===== config.mk =====
export PLATFORM = sky130hd
export DESIGN_NAME = rgbypbpr_sum
export DESIGN_NICKNAME = d
export VERILOG_FILES = /design/src/rtl/core/rgbypbpr_pkg.sv /design/src/rtl/core/rgbypbpr_sum.sv
export SDC_FILE = /design/constraint.sdc
export NUM_CORES = 1
export LEC_CHECK = 0
export ABC_CLOCK_PERIOD_IN_PS = 5300
export BUFFER_PORTS_ARGS = -buffer_cell sky130_fd_sc_hd__buf_2
export CAP_MARGIN = 10
export CORE_MARGIN = 1.5
export CORE_UTILIZATION = 30
export CTS_BUF_LIST = sky130_fd_sc_hd__clkbuf_2
export CTS_CLUSTER_SIZE = 10
export DETAILED_ROUTE_END_ITERATION = 6
export GPL_TIMING_DRIVEN = 0
export PLACE_DENSITY = 0.66
export RECOVER_POWER = 100
export SLEW_MARGIN = 30
export SYNTH_ARGS = -nofsm -noshare
export SYNTH_HDL_FRONTEND = slang
export SYNTH_SLANG_ARGS = --single-unit

===== constraint.sdc =====
create_clock -name clock -period 5.3 [get_ports clock]
set_input_delay 0.53 -clock clock [delete_from_list [all_inputs] [get_ports clock]]
set_output_delay 0.53 -clock clock [all_outputs]
set_load 0.05 [all_outputs]

===== src/rtl/core/rgbypbpr_pkg.sv =====
// ----------------------------------------------------------------------------
// rgbypbpr_pkg
// Shared widths, matrix coefficients and stage payload types for the
// BT.601 RGB / YPbPr converter.
// ----------------------------------------------------------------------------
package rgbypbpr_pkg;

   localparam int FRAC_BITS = 14;          // fractional bits of Y, Pb, Pr

   localparam int DATA_W = 16;
   localparam int NUM_CH = 3;
   localparam int TDATA_W = NUM_CH * DATA_W;

   // forward coefficients need FRAC_BITS+9 signed bits, reverse ones 26
   localparam int COEF_W = (FRAC_BITS + 10 > 26) ? FRAC_BITS + 10 : 26;
   localparam int PROD_W = COEF_W + DATA_W;
   // holds every product and every three-term sum in either direction
   localparam int ACC_W = (FRAC_BITS + 19 > 43) ? FRAC_BITS + 19 : 43;
   localparam int REV_SHIFT = FRAC_BITS + 16;

   localparam logic DIR_FWD = 1'b0;
   localparam logic DIR_REV = 1'b1;

   // forward: round(c * 2^(FRAC_BITS+16) / 255), c given in millionths
   localparam longint unsigned FWD_SCALE = 64'd1 << (FRAC_BITS + 16);
   localparam longint FWD_299 =
      longint'((FWD_SCALE * 64'd299000 + 64'd127500000) / 64'd255000000);
   localparam longint FWD_587 =
      longint'((FWD_SCALE * 64'd587000 + 64'd127500000) / 64'd255000000);
   localparam longint FWD_114 =
      longint'((FWD_SCALE * 64'd114000 + 64'd127500000) / 64'd255000000);
   localparam longint FWD_168 =
      longint'((FWD_SCALE * 64'd168736 + 64'd127500000) / 64'd255000000);
   localparam longint FWD_331 =
      longint'((FWD_SCALE * 64'd331264 + 64'd127500000) / 64'd255000000);
   localparam longint FWD_500 =
      longint'((FWD_SCALE * 64'd500000 + 64'd127500000) / 64'd255000000);
   localparam longint FWD_418 =
      longint'((FWD_SCALE * 64'd418688 + 64'd127500000) / 64'd255000000);
   localparam longint FWD_081 =
      longint'((FWD_SCALE * 64'd81312 + 64'd127500000) / 64'd255000000);

   // reverse: round(c * 255 * 2^16)
   localparam longint REV_1000 =
      longint'((64'd1000000 * 64'd16711680 + 64'd500000) / 64'd1000000);
   localparam longint REV_1402 =
      longint'((64'd1402000 * 64'd16711680 + 64'd500000) / 64'd1000000);
   localparam longint REV_0344 =
      longint'((64'd344136 * 64'd16711680 + 64'd500000) / 64'd1000000);
   localparam longint REV_0714 =
      longint'((64'd714136 * 64'd16711680 + 64'd500000) / 64'd1000000);
   localparam longint REV_1772 =
      longint'((64'd1772000 * 64'd16711680 + 64'd500000) / 64'd1000000);

   // matrix entry, row = output channel, column = input channel
   function automatic logic signed [COEF_W-1:0] coef_sel(input logic dir,
                                                         input logic [1:0] row,
                                                         input logic [1:0] col);
      longint k;
      k = 0;
      if (dir == DIR_FWD) begin
         unique case ({row, col})
            4'b0000: k = FWD_299;
            4'b0001: k = FWD_587;
            4'b0010: k = FWD_114;
            4'b0100: k = -FWD_168;
            4'b0101: k = -FWD_331;
            4'b0110: k = FWD_500;
            4'b1000: k = FWD_500;
            4'b1001: k = -FWD_418;
            4'b1010: k = -FWD_081;
            default: k = 0;
         endcase
      end else begin
         unique case ({row, col})
            4'b0000: k = REV_1000;
            4'b0001: k = 0;
            4'b0010: k = REV_1402;
            4'b0100: k = REV_1000;
            4'b0101: k = -REV_0344;
            4'b0110: k = -REV_0714;
            4'b1000: k = REV_1000;
            4'b1001: k = REV_1772;
            4'b1010: k = 0;
            default: k = 0;
         endcase
      end
      return COEF_W'(k);
   endfunction

   typedef struct packed {
      logic                     dir;
      logic signed [DATA_W-1:0] op_a;
      logic signed [DATA_W-1:0] op_b;
      logic signed [DATA_W-1:0] op_c;
   } operand_type;

   typedef struct packed {
      logic                                   dir;
      logic [NUM_CH*NUM_CH-1:0][ACC_W-1:0]    prod;   // row * 3 + col
   } product_type;

   typedef struct packed {
      logic                          dir;
      logic [NUM_CH-1:0][ACC_W-1:0]  acc;
   } sum_type;

endpackage


===== src/rtl/core/rgbypbpr_sum.sv =====
// ----------------------------------------------------------------------------
// rgbypbpr_sum
// Third stage: adds the three products of each matrix row.
// ----------------------------------------------------------------------------
module rgbypbpr_sum (
   input  logic                          clock,
   input  logic                          reset,
   input  logic                          up_valid,
   output logic                          up_ready,
   input  rgbypbpr_pkg::product_type     up_data,
   output logic                          dn_valid,
   input  logic                          dn_ready,
   output rgbypbpr_pkg::sum_type         dn_data
);

   logic                        valid_ff;
   rgbypbpr_pkg::sum_type       data_ff;
   rgbypbpr_pkg::sum_type       data_in;

   always_comb begin
      data_in.dir = up_data.dir;
      for (int r = 0; r < rgbypbpr_pkg::NUM_CH; r++) begin
         data_in.acc[r] = rgbypbpr_pkg::ACC_W'(
              $signed(up_data.prod[r*rgbypbpr_pkg::NUM_CH])
            + $signed(up_data.prod[r*rgbypbpr_pkg::NUM_CH + 1])
            + $signed(up_data.prod[r*rgbypbpr_pkg::NUM_CH + 2]));
      end
   end

   assign up_ready = !valid_ff || dn_ready;

   always_ff @(posedge clock) begin
      if (reset) begin
         valid_ff <= 1'b0;
      end else if (up_ready) begin
         valid_ff <= up_valid;
      end
      if (up_ready && up_valid) begin
         data_ff <= data_in;
      end
   end

   assign dn_valid = valid_ff;
   assign dn_data  = data_ff;

endmodule


; ---- Word level (Yosys, flattened, before mapping)
; Index checks and enable logic that the tools add are counted.
[totals]
reg_bits = 131
in_bits = 392
output_inout_bits = 132
wordCells = 14
[op_classes]
addsub = 6
n_reduce_logical = 3
[op_table]
columns = cell, count
row1 = 43-bit adder, 6
row2 = 1-bit logical AND, 1
row3 = 1-bit logical NOT, 1
row4 = 1-bit logical OR, 1

; ---- Longest topological paths before layout
; Gate-level depths: netlist (run 1).
[logic_depth]
ltp_word = 3
depth_mapped = 15
ltp_nobuf = 15

; ---- Least setup slack after synthesis (run 1)
; OpenSTA, ideal clock, no wires.
[synth_timing]
path_type = input to register
from = input dn_ready
to = register data_ff (netlist bit dn_data[0]) (enable)
setup_time_ps = 504
arrival_ps = 4054
required_ps = 4796
slack_ps = 742
cell_stages = 2
path_buffers = 0
path_cell_list = nand2b_1 -> and2_1
[synth_between]
elab_chain_cells = 2
[synth_rtl]
columns = element, line_no
row1 = "start, declared", rgbypbpr_sum.sv:12  ; input logic dn_ready,
row2 = 1-bit logical OR, rgbypbpr_sum.sv:30  ; assign up_ready = !valid_ff || dn_ready;
row3 = 1-bit logical AND, rgbypbpr_sum.sv:38  ; if (up_ready && up_valid) begin
row4 = "end signal, assigned", rgbypbpr_sum.sv:39  ; data_ff <= data_in;
row5 = "end, declared", rgbypbpr_sum.sv:17  ; rgbypbpr_pkg::sum_type data_ff;
; No other way between the ends.
; A chain may end at the register's enable or synchronous reset.

==> impl_results.md, run 1 <==
- Clock sink total: 131
- Syn nets: between 1500 and 2000
- RSZ-0062 raised after global routing: false
- VDD IR-drop max: 0.126 mV
- Post-synthesis register bit count: approximately 130
- Total chip power: 5.72 mW
- Vias in the first global route: 11427
- Top cells by area, synth: edfxtp_1 30%, fa_1 20%, ha_1 12%
- Adder-cell share of the synthesized area: about a third
- Post-synthesis compound-gate area fraction: between 15 and 20%
- Fmax: 248 MHz
- Die X-Extent: roughly 210 µm
- Slew @ Worst Pin: 2.68 ns
- CTS buffer count: 17
- Layout Cells excl Fill: about 2300
- Die Height: approximately 210 µm
- Hold Vio Cnt, Final: 0
- Fin area: 16300 µm²
- Failing checks: max-capacitance violations, max-slew violations
- Syn Inst Count: ~1200
- Starting Density: a little under a third
- Relative slew slack: -78.8%
- Routed WL per cell: 17.1 µm
- Yosys top cell by area: edfxtp_1
- GR Overflow Total: 0
- RePlAce Congestion: 0.858
- Clock transition at path regs: approximately 0.23 ns
- Mapped Area: ~13000 µm²
- Crit path from: up_data[259]
- Multi-input gate area in the final layout: just under 9000 µm²
- HPWL Detailed: approximately 34 mm
- Arrival @ worst endpoint: 4.62 ns
- Layout overhead on the synthesized area: 25.8%
- RR Startpoint: dn_valid
- Worst EP required: slightly below 6 ns
- Worst Setup Slack, final: 1.27 ns
- # DRC: 0
- Max cap viols: 2
- Post-synth ARST share: 0%
- Status: finished, violations left
- GRT Total Usage: 17.6%
- Netlist cell types: between 60 and 70
- HP Class: in -> reg
- Via count: approximately 11000
- Top FF cell, synth: edfxtp_1
- CP max FO: 4
- Pleak: 7.15 nW
- Core Footprint: roughly 43000 µm²
- Simple-gate portion of the synthesized area: 8.51%
- Placed Instances: 2303
- Largest net degree at the start of global routing: 49
- Final slew viol count: 90
- Fin Clk Skew: 0.0329 ns
- Syn avg cell area: between 10 and 15 µm²
- CP cell instances: clkbuf_1 > fa_1 > ha_1 > inv_1 > fa_1 > and2b_1 > o2111ai_1 > a21oi_1 > o2111ai_1 > a311oi_1 > nand3_2 > a21o_1 > a311o_1 > xnor2_1
- Multiplexer area fraction after synthesis: 0%
- DR pass1 iterations: 5
- Sum Neg Setup Slack: 0 ns
- DR vias/cell: 4.87
- Hold_sp: up_data[216]
- FP Rows: 76
- Main combinational cell family by area after synthesis: adder cells
- Synth top area share: 30.1%
- First-pass GRT wire length: slightly above 60 mm
- DR iter-0 viols: approximately 550
- Detailed Route WL: 40.0 mm
- Initial antenna violation count: 1
- CTS tree: done
- Tcrit/Tclk final: 76.0%
- Post-synth EDFFs: between 100 and 150
- Die area: approximately 45000 µm²
- Final Setup Violations: 0
- CP peak stage delay: around 0.80 ns
- Clock latency on the worst-skew pair: between 0.8 and 0.9 ns
- Num ports: around 520
- Post-Place Worst Slack: about 0.92 ns
- Synth warn: 0
- Post-DP Area: ~16000 µm²
- Xor-xnor portion of the synthesized cell area: under 10%
- Routed Antenna Nets: 0
- CP max stage cell: a311oi_1
- Crit Path Category: in -> reg
- Clock H-tree levels: 4
- Crit path capture type: flop
- Fraction of layout cells with a size suffix above 1: about a quarter
- Minimum clock period: approximately 4.0 ns
- CTS max path bufs: 2
- Post-synthesis sequential area ratio: between 30% and 40%
- CTS Root Cell: clkbuf_2
- Critical Path Start Type: input pin
- Final #Nets: around 2400
- Fill count: ~4300
- PD cells: between 300 and 400 nW/µm²
- Port bufs: around 520
- Sequential Area: 3920 µm²
-- per-layer routing --
| layer | global-route usage (%) | vias to the layer above | share of wire [%] | wire, µm |
|---|---|---|---|---|
| met1 | 22.6 | 5461 | 44 | 17500 |
| met5 | 0 | - | 0 | 0 |
| li1 | - | 5465 | - | - |
| met4 | 6.38 | 0 | 2.3 | 932 |
| met3 | 2.45 | 37 | 5.0 | 2010 |
| met2 | 30.2 | 427 | 49 | 19600 |
-- worst max-delay path, delay by kind of cell --
kind	cells	cell delay (ns)
XOR/XNOR	1	0.15
AO/OA/AOI/OAI	6	2.15
adder cells (fa/ha/maj)	3	1.21
AND/OR/NAND/NOR	2	0.40
buffers and inverters	2	0.19
-- worst paths after layout --
check / slack (ns) / end / cells past startpoint
worst max-delay path: 1.27 / dn_data[125] / 14
worst min-delay path: 0.19 / dn_data[44] / 3
worst max register to register: 1.38 / dn_data[36] / 4
worst min register to register: 1.09 / dn_valid / 3
-- cells by family after synthesis --
| group | after synthesis |
|---|---|
| adders and majority gates | 252 |
| buffers and inverters | 86 |
| DFF | 131 |
| and+or+nand+nor | 234 |
| xor gates and xnor gates | 126 |
| AOI/OAI and AO/OA | 363 |
-- per-stage QoR --
| step | hold slack, ns | util (%) |
|---|---|---|
| after CTS | 0.00718 | 38.9 |
| after global routing | 0.0689 | 38.1 |
| after global placement | 0.493 | 38.1 |
| after detailed placement | 0.529 | 38.3 |
| after floorplan | 0.599 | - |
| final | 0.194 | 38.1 |
-- power by group --
| part | switching, mW | leakage, nW | internal, mW | total, mW |
|---|---|---|---|---|
| Sequential | 0.0727 | 1.27 | 1.54 | 1.61 |
| Clock | 0.425 | 0.131 | 0.214 | 0.640 |
| Combinational | 2.37 | 5.75 | 1.10 | 3.47 |
-- flip-flops by register name (all words and copies together), names as in the netlist --
register  count
dn_data     130
dn_valid      1
-- cells in the final DEF, fill, tap and decap left out, drive strengths merged, types with 11 or more instances in the layout --
cell type,Yosys,routed
nand4,16,16
o21a,12,12
o21bai,15,15
nor2,58,58
o211ai,11,11
xnor2,76,76
clkbuf,21,189
buf,4,382
fa,129,129
a211oi,14,14
inv,61,61
a21oi,118,118
o21ai,62,62
xor2,50,50
a21o,65,65
nor3,12,12
nand3,29,29
ha,123,123
edfxtp,130,130
nand2,77,77
nand2b,11,11
a31oi,17,17
-- repair_timing --
item / CTS / global route
endpoints found under the setup margin: 0 / 0
resized for setup: 0 / 0
buffers inserted: 0 / 0
hold buffers: 3 / 0
endpoints found under the hold margin: 2 / 0
-- layout make-up --
class,count,area share (%)
sequential,131,24.0
multi-input combinational,975,52.9
clock inverter,12,0.720
antenna,1,0.0153
timing repair buffer,529,15.3
buffer,25,0.613
clock buffer,20,0.613
tap,585,4.48
inverter,61,1.40
-- cells in the mapped netlist (4+ instances only) --
master	n
nand2_1	77
o21ai_0	52
ha_1	123
o21ai_1	6
and2_1	6
buf_2	4
xor2_1	50
nand4_1	16
a21o_1	62
nor2_1	58
o211ai_1	11
a31oi_1	17
clkbuf_1	20
nor3_1	11
nand2b_1	11
and3_1	7
inv_1	61
o21ai_2	4
nand3_1	28
a211o_1	4
o21bai_1	15
a41oi_1	6
fa_1	129
a21oi_1	115
a211oi_1	13
o221ai_1	4
edfxtp_1	130
o21a_1	12
xnor2_1	76
and4_1	4
a31o_2	5
No activity file was read; power rests on OpenSTA's default activity.
==> inputs of run 2 (changes only) <==
--- a/config.mk
+++ b/config.mk
@@ -5,7 +5,7 @@
 export SDC_FILE = /design/constraint.sdc
 export NUM_CORES = 1
 export LEC_CHECK = 0
-export ABC_CLOCK_PERIOD_IN_PS = 5300
+export ABC_CLOCK_PERIOD_IN_PS = 3500
 export BUFFER_PORTS_ARGS = -buffer_cell sky130_fd_sc_hd__buf_2
 export CAP_MARGIN = 10
 export CORE_MARGIN = 1.5
@@ -14,7 +14,7 @@
 export CTS_CLUSTER_SIZE = 10
 export DETAILED_ROUTE_END_ITERATION = 6
 export GPL_TIMING_DRIVEN = 0
-export PLACE_DENSITY = 0.66
+export PLACE_DENSITY = 0.68
 export RECOVER_POWER = 100
 export SLEW_MARGIN = 30
 export SYNTH_ARGS = -nofsm -noshare
==> constraint.sdc (replaced) <==
create_clock -name clock -period 3.5 [get_ports clock]
set_input_delay 0.35 -clock clock [delete_from_list [all_inputs] [get_ports clock]]
set_output_delay 0.35 -clock clock [all_outputs]
set_load 0.05 [all_outputs]
==> run 2 against run 1 <==
Compared with the run above: the flow finishes with violations (negative setup slack); non-clock buffer count grew 26; clock power grew 110%; design area grew 2.9%.
==> impl_results.md, run 2 (same netlist as run 1, synthesis figures left out) <==
- DR vias/cell: slightly below 5
- Setup slack, reg-to-reg: around 0.30 ns
- VDD IR-drop max: slightly above 0.2 mV
- CTS tree: done
- Total chip power: just over 9 mW
- Layout overhead on the synthesized area: 29.4%
- PD cells: ~540 nW/µm²
- Commonest cells after routing, fill and taps aside: 392 x buf_2, 155 x clkbuf_1, 130 x edfxtp_1
- Clock transition at path regs: between 0.2 and 0.25 ns
- Crit Path Category: in -> reg
- Failing checks: negative setup slack
- Critical Path Start Type: input pin
- Num ports: between 500 and 600
- Die X-Extent: approximately 210 µm
- Clock latency on the worst-skew pair: 0.86 ns
- Fin area: 16800 µm²
- Pleak: around 7.4 nW
- Crit path from: up_data[216]
- Max cap viols: 0
- CTS max path bufs: 2
- Final #Nets: ~2400
- Fmax: 285 MHz
- First-pass GRT wire length: slightly above 60 mm
- FP Rows: 76
- Via count: ~11000
- DR pass1 iterations: 5
- Routed WL per cell: 17.1 µm
- GRT Total Usage: between 10% and 20%
- Fin Clk Skew: 0.0242 ns
- HPWL Detailed: 34.1 mm
- # DRC: 0
- HP Class: in -> reg
- Die Height: ~210 µm
- GR Overflow Total: 0
- Tcrit/Tclk final: 100%
- Worst Setup EP: dn_data[82]
- DR iter-0 viols: between 500 and 600
- Port bufs: around 520
- Clock H-tree levels: 4
- RSZ-0062 raised after global routing: false
- Hold Vio Cnt, Final: 0
- Sum Neg Setup Slack: -0.00483 ns
- RR Startpoint: dn_valid
- Final Setup Violations: 1
- Routed Antenna Nets: 0
- Crit path capture type: flop
- Vias in the first global route: 11646
- Reg-to-reg endpoint: dn_data[36]
- Post-CTS setup buffer count: 0
- Fill count: 4286
- CP max FO: 4
- CTS buffer count: 17
- Core Footprint: between 40000 and 50000 µm²
- Commonest non-fill, non-tap cell in the layout: buf_2
- Die area: about 45000 µm²
- Largest net degree at the start of global routing: between 40 and 50
- Slew @ Worst Pin: 1.28 ns
- Final slew viol count: 0
- Hold_sp: up_data[126]
- RePlAce Congestion: 0.888
- Relative slew slack: between 10 and 15%
- Detailed Route WL: a little over 40 mm
- Worst EP required: around 4 ns
- Clock sink total: between 100 and 150
- CTS Root Cell: clkbuf_2
- Worst Setup Slack, final: -0.00483 ns
- Fraction of layout cells with a size suffix above 1: 25.4%
- Largest register FFs: 130
- Arrival @ worst endpoint: between 4 and 5 ns
- Starting Density: 30.3%
- Initial antenna violation count: 2
- Worst reg2reg path depth: 4
- Minimum clock period: 3.50 ns
- Post-DP Area: 16400 µm²
- Status: finished, violations left
==> run 2: critical path: stages <==
cell	delay, ns
dlygate4sd3_1	0.53
buf_2	0.12
fa_1	0.45
ha_1	0.22
inv_1	0.07
fa_1	0.20
nand2b_1	0.14
a21oi_1	0.11
o41ai_2	0.47
o311a_1	0.35
o21ai_4	0.13
a211o_1	0.29
a21oi_1	0.30
o21ai_0	0.21
xor2_1	0.17
==> run 2: how the worst min path moves through the flow <==
stage | end | slack (ns) | depth (start not counted)
2_1_floorplan | dn_valid | 0.42 | 1
3_3_place_gp | dn_valid | 0.49 | 2
3_5_place_dp | dn_valid | 0.51 | 2
4_1_cts | dn_data[118] | 0.003 | 4
5_1_grt | dn_data[41] | 0.04 | 4
6_report | dn_data[41] | 0.17 | 4
==> run 2: area by class of cell <==
cell class	instances	area [µm²]	share of cell area, %
Sequential cell	131	3920	23.3
Multi-Input combinational cell	975	8720	51.9
Inverter	61	229	1.36
Antenna cell	1	2.50	0.0149
Tap cell	585	732	4.35
Clock inverter	15	262	1.56
Timing Repair Buffer	555	2760	16.4
Clock buffer	17	85.1	0.506
Buffer	25	100	0.595
==> run 2: where the power goes <==
| group | switching [mW] | internal, mW |
|---|---|---|
| sequential | 0.108 | 2.33 |
| combinational | 3.62 | 1.73 |
| clock | 0.653 | 0.680 |
| total | 4.38 | 4.74 |
==> run 2: routing by layer <==
metal	track usage (%)	share of wire [%]	vias to the layer above
met1	21.6	42	5433
met5	0	0.032	-
met2	30.9	49	443
met4	7.88	3.2	2
li1	-	-	5520
met3	3.26	5.9	63
==> run 2: per-stage QoR <==
step | std cells | worst slack (ns) | hold slack, ns | utilization, %
2_1_floorplan | 1192 | 0.00943 | 0.419 | -
5_1_grt | 2365 | 0.0182 | 0.0387 | 39.2
3_5_place_dp | 2303 | -0.686 | 0.510 | 38.3
6_report | 2365 | -0.00483 | 0.167 | 39.2
3_3_place_gp | 2300 | -0.646 | 0.489 | 38.1
4_1_cts | 2364 | 0.0863 | 0.00331 | 39.8
==> run 2: repair_timing <==
| item | CTS | global route |
|---|---|---|
| hold buffers | 29 | 0 |
| hold endpoints to repair | 32 | 0 |
| setup endpoints to repair | 0 | 3 |
| resized for setup | 0 | 5 |
==> inputs of run 3 (changes only) <==
--- a/config.mk
+++ b/config.mk
@@ -11,11 +11,13 @@
 export CORE_MARGIN = 1.5
 export CORE_UTILIZATION = 30
 export CTS_BUF_LIST = sky130_fd_sc_hd__clkbuf_2
+export CTS_CLUSTER_DIAMETER = 100
 export CTS_CLUSTER_SIZE = 10
 export DETAILED_ROUTE_END_ITERATION = 6
 export GPL_TIMING_DRIVEN = 0
 export PLACE_DENSITY = 0.68
 export RECOVER_POWER = 100
+export SKIP_CTS_REPAIR_TIMING = 1
 export SLEW_MARGIN = 30
 export SYNTH_ARGS = -nofsm -noshare
 export SYNTH_HDL_FRONTEND = slang
==> run 3 against run 2 <==
Compared with the run above: flip-flop and latch count unchanged; design area fell by 0.75%; clock power about the same; combinational power decreased by 0.9%; non-clock buffer count down 7; total power down 0.48%; the flow now finishes without violations; largest power group unchanged; sequential power barely moved; critical path depth down 3.
==> impl_results.md, run 3 (same netlist as run 1, synthesis figures left out) <==
- Via count: about 11000
- Post-Place Worst Slack: -0.686 ns
- FP Rows: between 70 and 80
- Worst Setup Slack, final: 0.0394 ns
- Gate power share: about three fifths
- Crit Path Category: in -> reg
- DR iter-0 viols: around 550
- Fill count: between 4000 and 5000
- Starting Density: 30.3%
- Final slew viol count: 0
- Pleak: between 7 and 8 nW
- Final Setup Violations: 0
- Switching share of total power: around half
- Core Footprint: 42900 µm²
- Num ports: between 500 and 600
- Crit path capture type: flop
- Slew @ Worst Pin: about 1.3 ns
- Sum Neg Setup Slack: 0 ns
- # DRC: 0
- Share of power burned in registers: 26.9%
- NetSw: approximately 4.4 mW
- Largest register FFs: 130
- CP max FO: 4
- Fmax: roughly 290 MHz
- First-pass GRT wire length: a little over 60 mm
- DR pass1 iterations: 5
- CTS buffer count: 17
- Detailed Route WL: 40.2 mm
- Commonest cells after routing, fill and taps aside: 387 x buf_2, 160 x clkbuf_1, 130 x edfxtp_1
- CTS max path bufs: 2
- Relative slew slack: around 15%
- Tcrit/Tclk final: between 90% and 100%
- Vias in the first global route: about 11000
- Hold_ws: 0.130 ns
- CP max stage cell: a211oi_1
- Int Power: 4.71 mW
- VDD IR-drop max: approximately 0.21 mV
- Status: completed
- Die X-Extent: 211 µm
- Minimum clock period: 3.46 ns
- RSZ-0062 raised after global routing: false
- Fin Clk Skew: around 0.023 ns
- PD cells: between 500 and 600 nW/µm²
- Placed Instances: between 2000 and 2500
- Worst EP required: a little over 4 ns
- Clock H-tree levels: 4
- Port bufs: 523
- Die Height: about 210 µm
- Final Util: about two fifths
- Largest net degree at the start of global routing: between 40 and 50
- Routed Antenna Nets: 0
- Fin area: between 15000 and 20000 µm²
- Hold Vio Cnt, Final: 0
- Clock latency on the worst-skew pair: 0.84 ns
- Layout overhead on the synthesized area: 28.5%
- Total chip power: roughly 9 mW
- HPWL Detailed: ~34 mm
- Clock power frac: between 10 and 15%
- Clock transition at path regs: about 0.24 ns
- Fraction of layout cells with a size suffix above 1: roughly 25%
- Final #Nets: roughly 2400
- Die area: between 40000 and 50000 µm²
- GR Overflow Total: 0
- Sequential Area: 3920 µm²
- Commonest non-fill, non-tap cell in the layout: buf_2
- Multi-input gate area in the final layout: ~8700 µm²
- Initial antenna violation count: 2
- Critical Path Start Type: input pin
- DR vias/cell: 4.84
- RePlAce Congestion: between 0.8 and 0.9
- CP cell instances: clkbuf_1 > fa_1 > ha_1 > a211oi_1 > o211ai_1 > a211oi_1 > o21ai_2 > a41oi_1 > or2_0 > o21ai_2 > a31o_2 > xor2_1
- Clock sink total: 131
- Layout Cells excl Fill: approximately 2400
- CTS tree: done
- CP peak stage delay: 0.78 ns
- Post-DP Area: between 15000 and 20000 µm²
- Max cap viols: 0
- GRT Total Usage: 17.7%
- Routed WL per cell: around 17 µm
- HP Class: in -> reg
- Arrival @ worst endpoint: between 4 and 5 ns
- CTS Root Cell: clkbuf_2
-- run 3: cell types whose count changed in the layout (fill, tap and decap cells not counted), sizes merged --
cell / before / now
clkbuf: 175 / 180
dlygate4sd3: 29 / 22
buf: 393 / 388
-- run 3: worst paths after layout --
check                                  start      endpoint  slack, ns  cells after the start
worst max-delay path            up_data[260]  dn_data[122]       0.04                     12
worst min-delay path            up_data[256]   dn_data[84]       0.13                      4
worst max register to register      dn_valid  dn_data[111]       0.30                      4
worst min register to register      dn_valid      dn_valid       1.12                      3
-- run 3: area by class of cell --
| class | instances | area share, % |
|---|---|---|
| Tap cell | 585 | 4.39 |
| Multi-Input combinational cell | 975 | 52.0 |
| Sequential cell | 131 | 23.5 |
| Clock buffer | 17 | 0.510 |
| Antenna cell | 1 | 0.0150 |
| Clock inverter | 15 | 1.57 |
| Timing Repair Buffer | 548 | 16.1 |
| Inverter | 61 | 1.37 |
| Buffer | 25 | 0.592 |
-- run 3: per-layer routing --
metal  GRT usage, %  routed length, µm  vias up
li1               -                  -     5516
met1           21.5              17100     5417
met2           30.3              19400      425
met3           3.27               2360       61
met4           7.96               1250        2
met5              0                 13        -
-- run 3: critical path: cells and delay by family --
| kind | cells | cell delay, ns |
|---|---|---|
| AOI/OAI and AO/OA | 7 | 2.32 |
| adders and majority gates | 2 | 0.83 |
| and+or+nand+nor | 1 | 0.34 |
| xor gates and xnor gates | 1 | 0.15 |
| buffers and inverters | 1 | 0.09 |
-- run 3: power by group through the flow --
stage	logic [mW]	registers (mW)	clock network (mW)
after floorplan	2.52	3.82	0
after global placement	5.32	2.46	0
after detailed placement	5.39	2.46	0
after CTS	5.42	2.42	1.40
after global routing	5.75	2.47	1.45
final	5.30	2.44	1.33
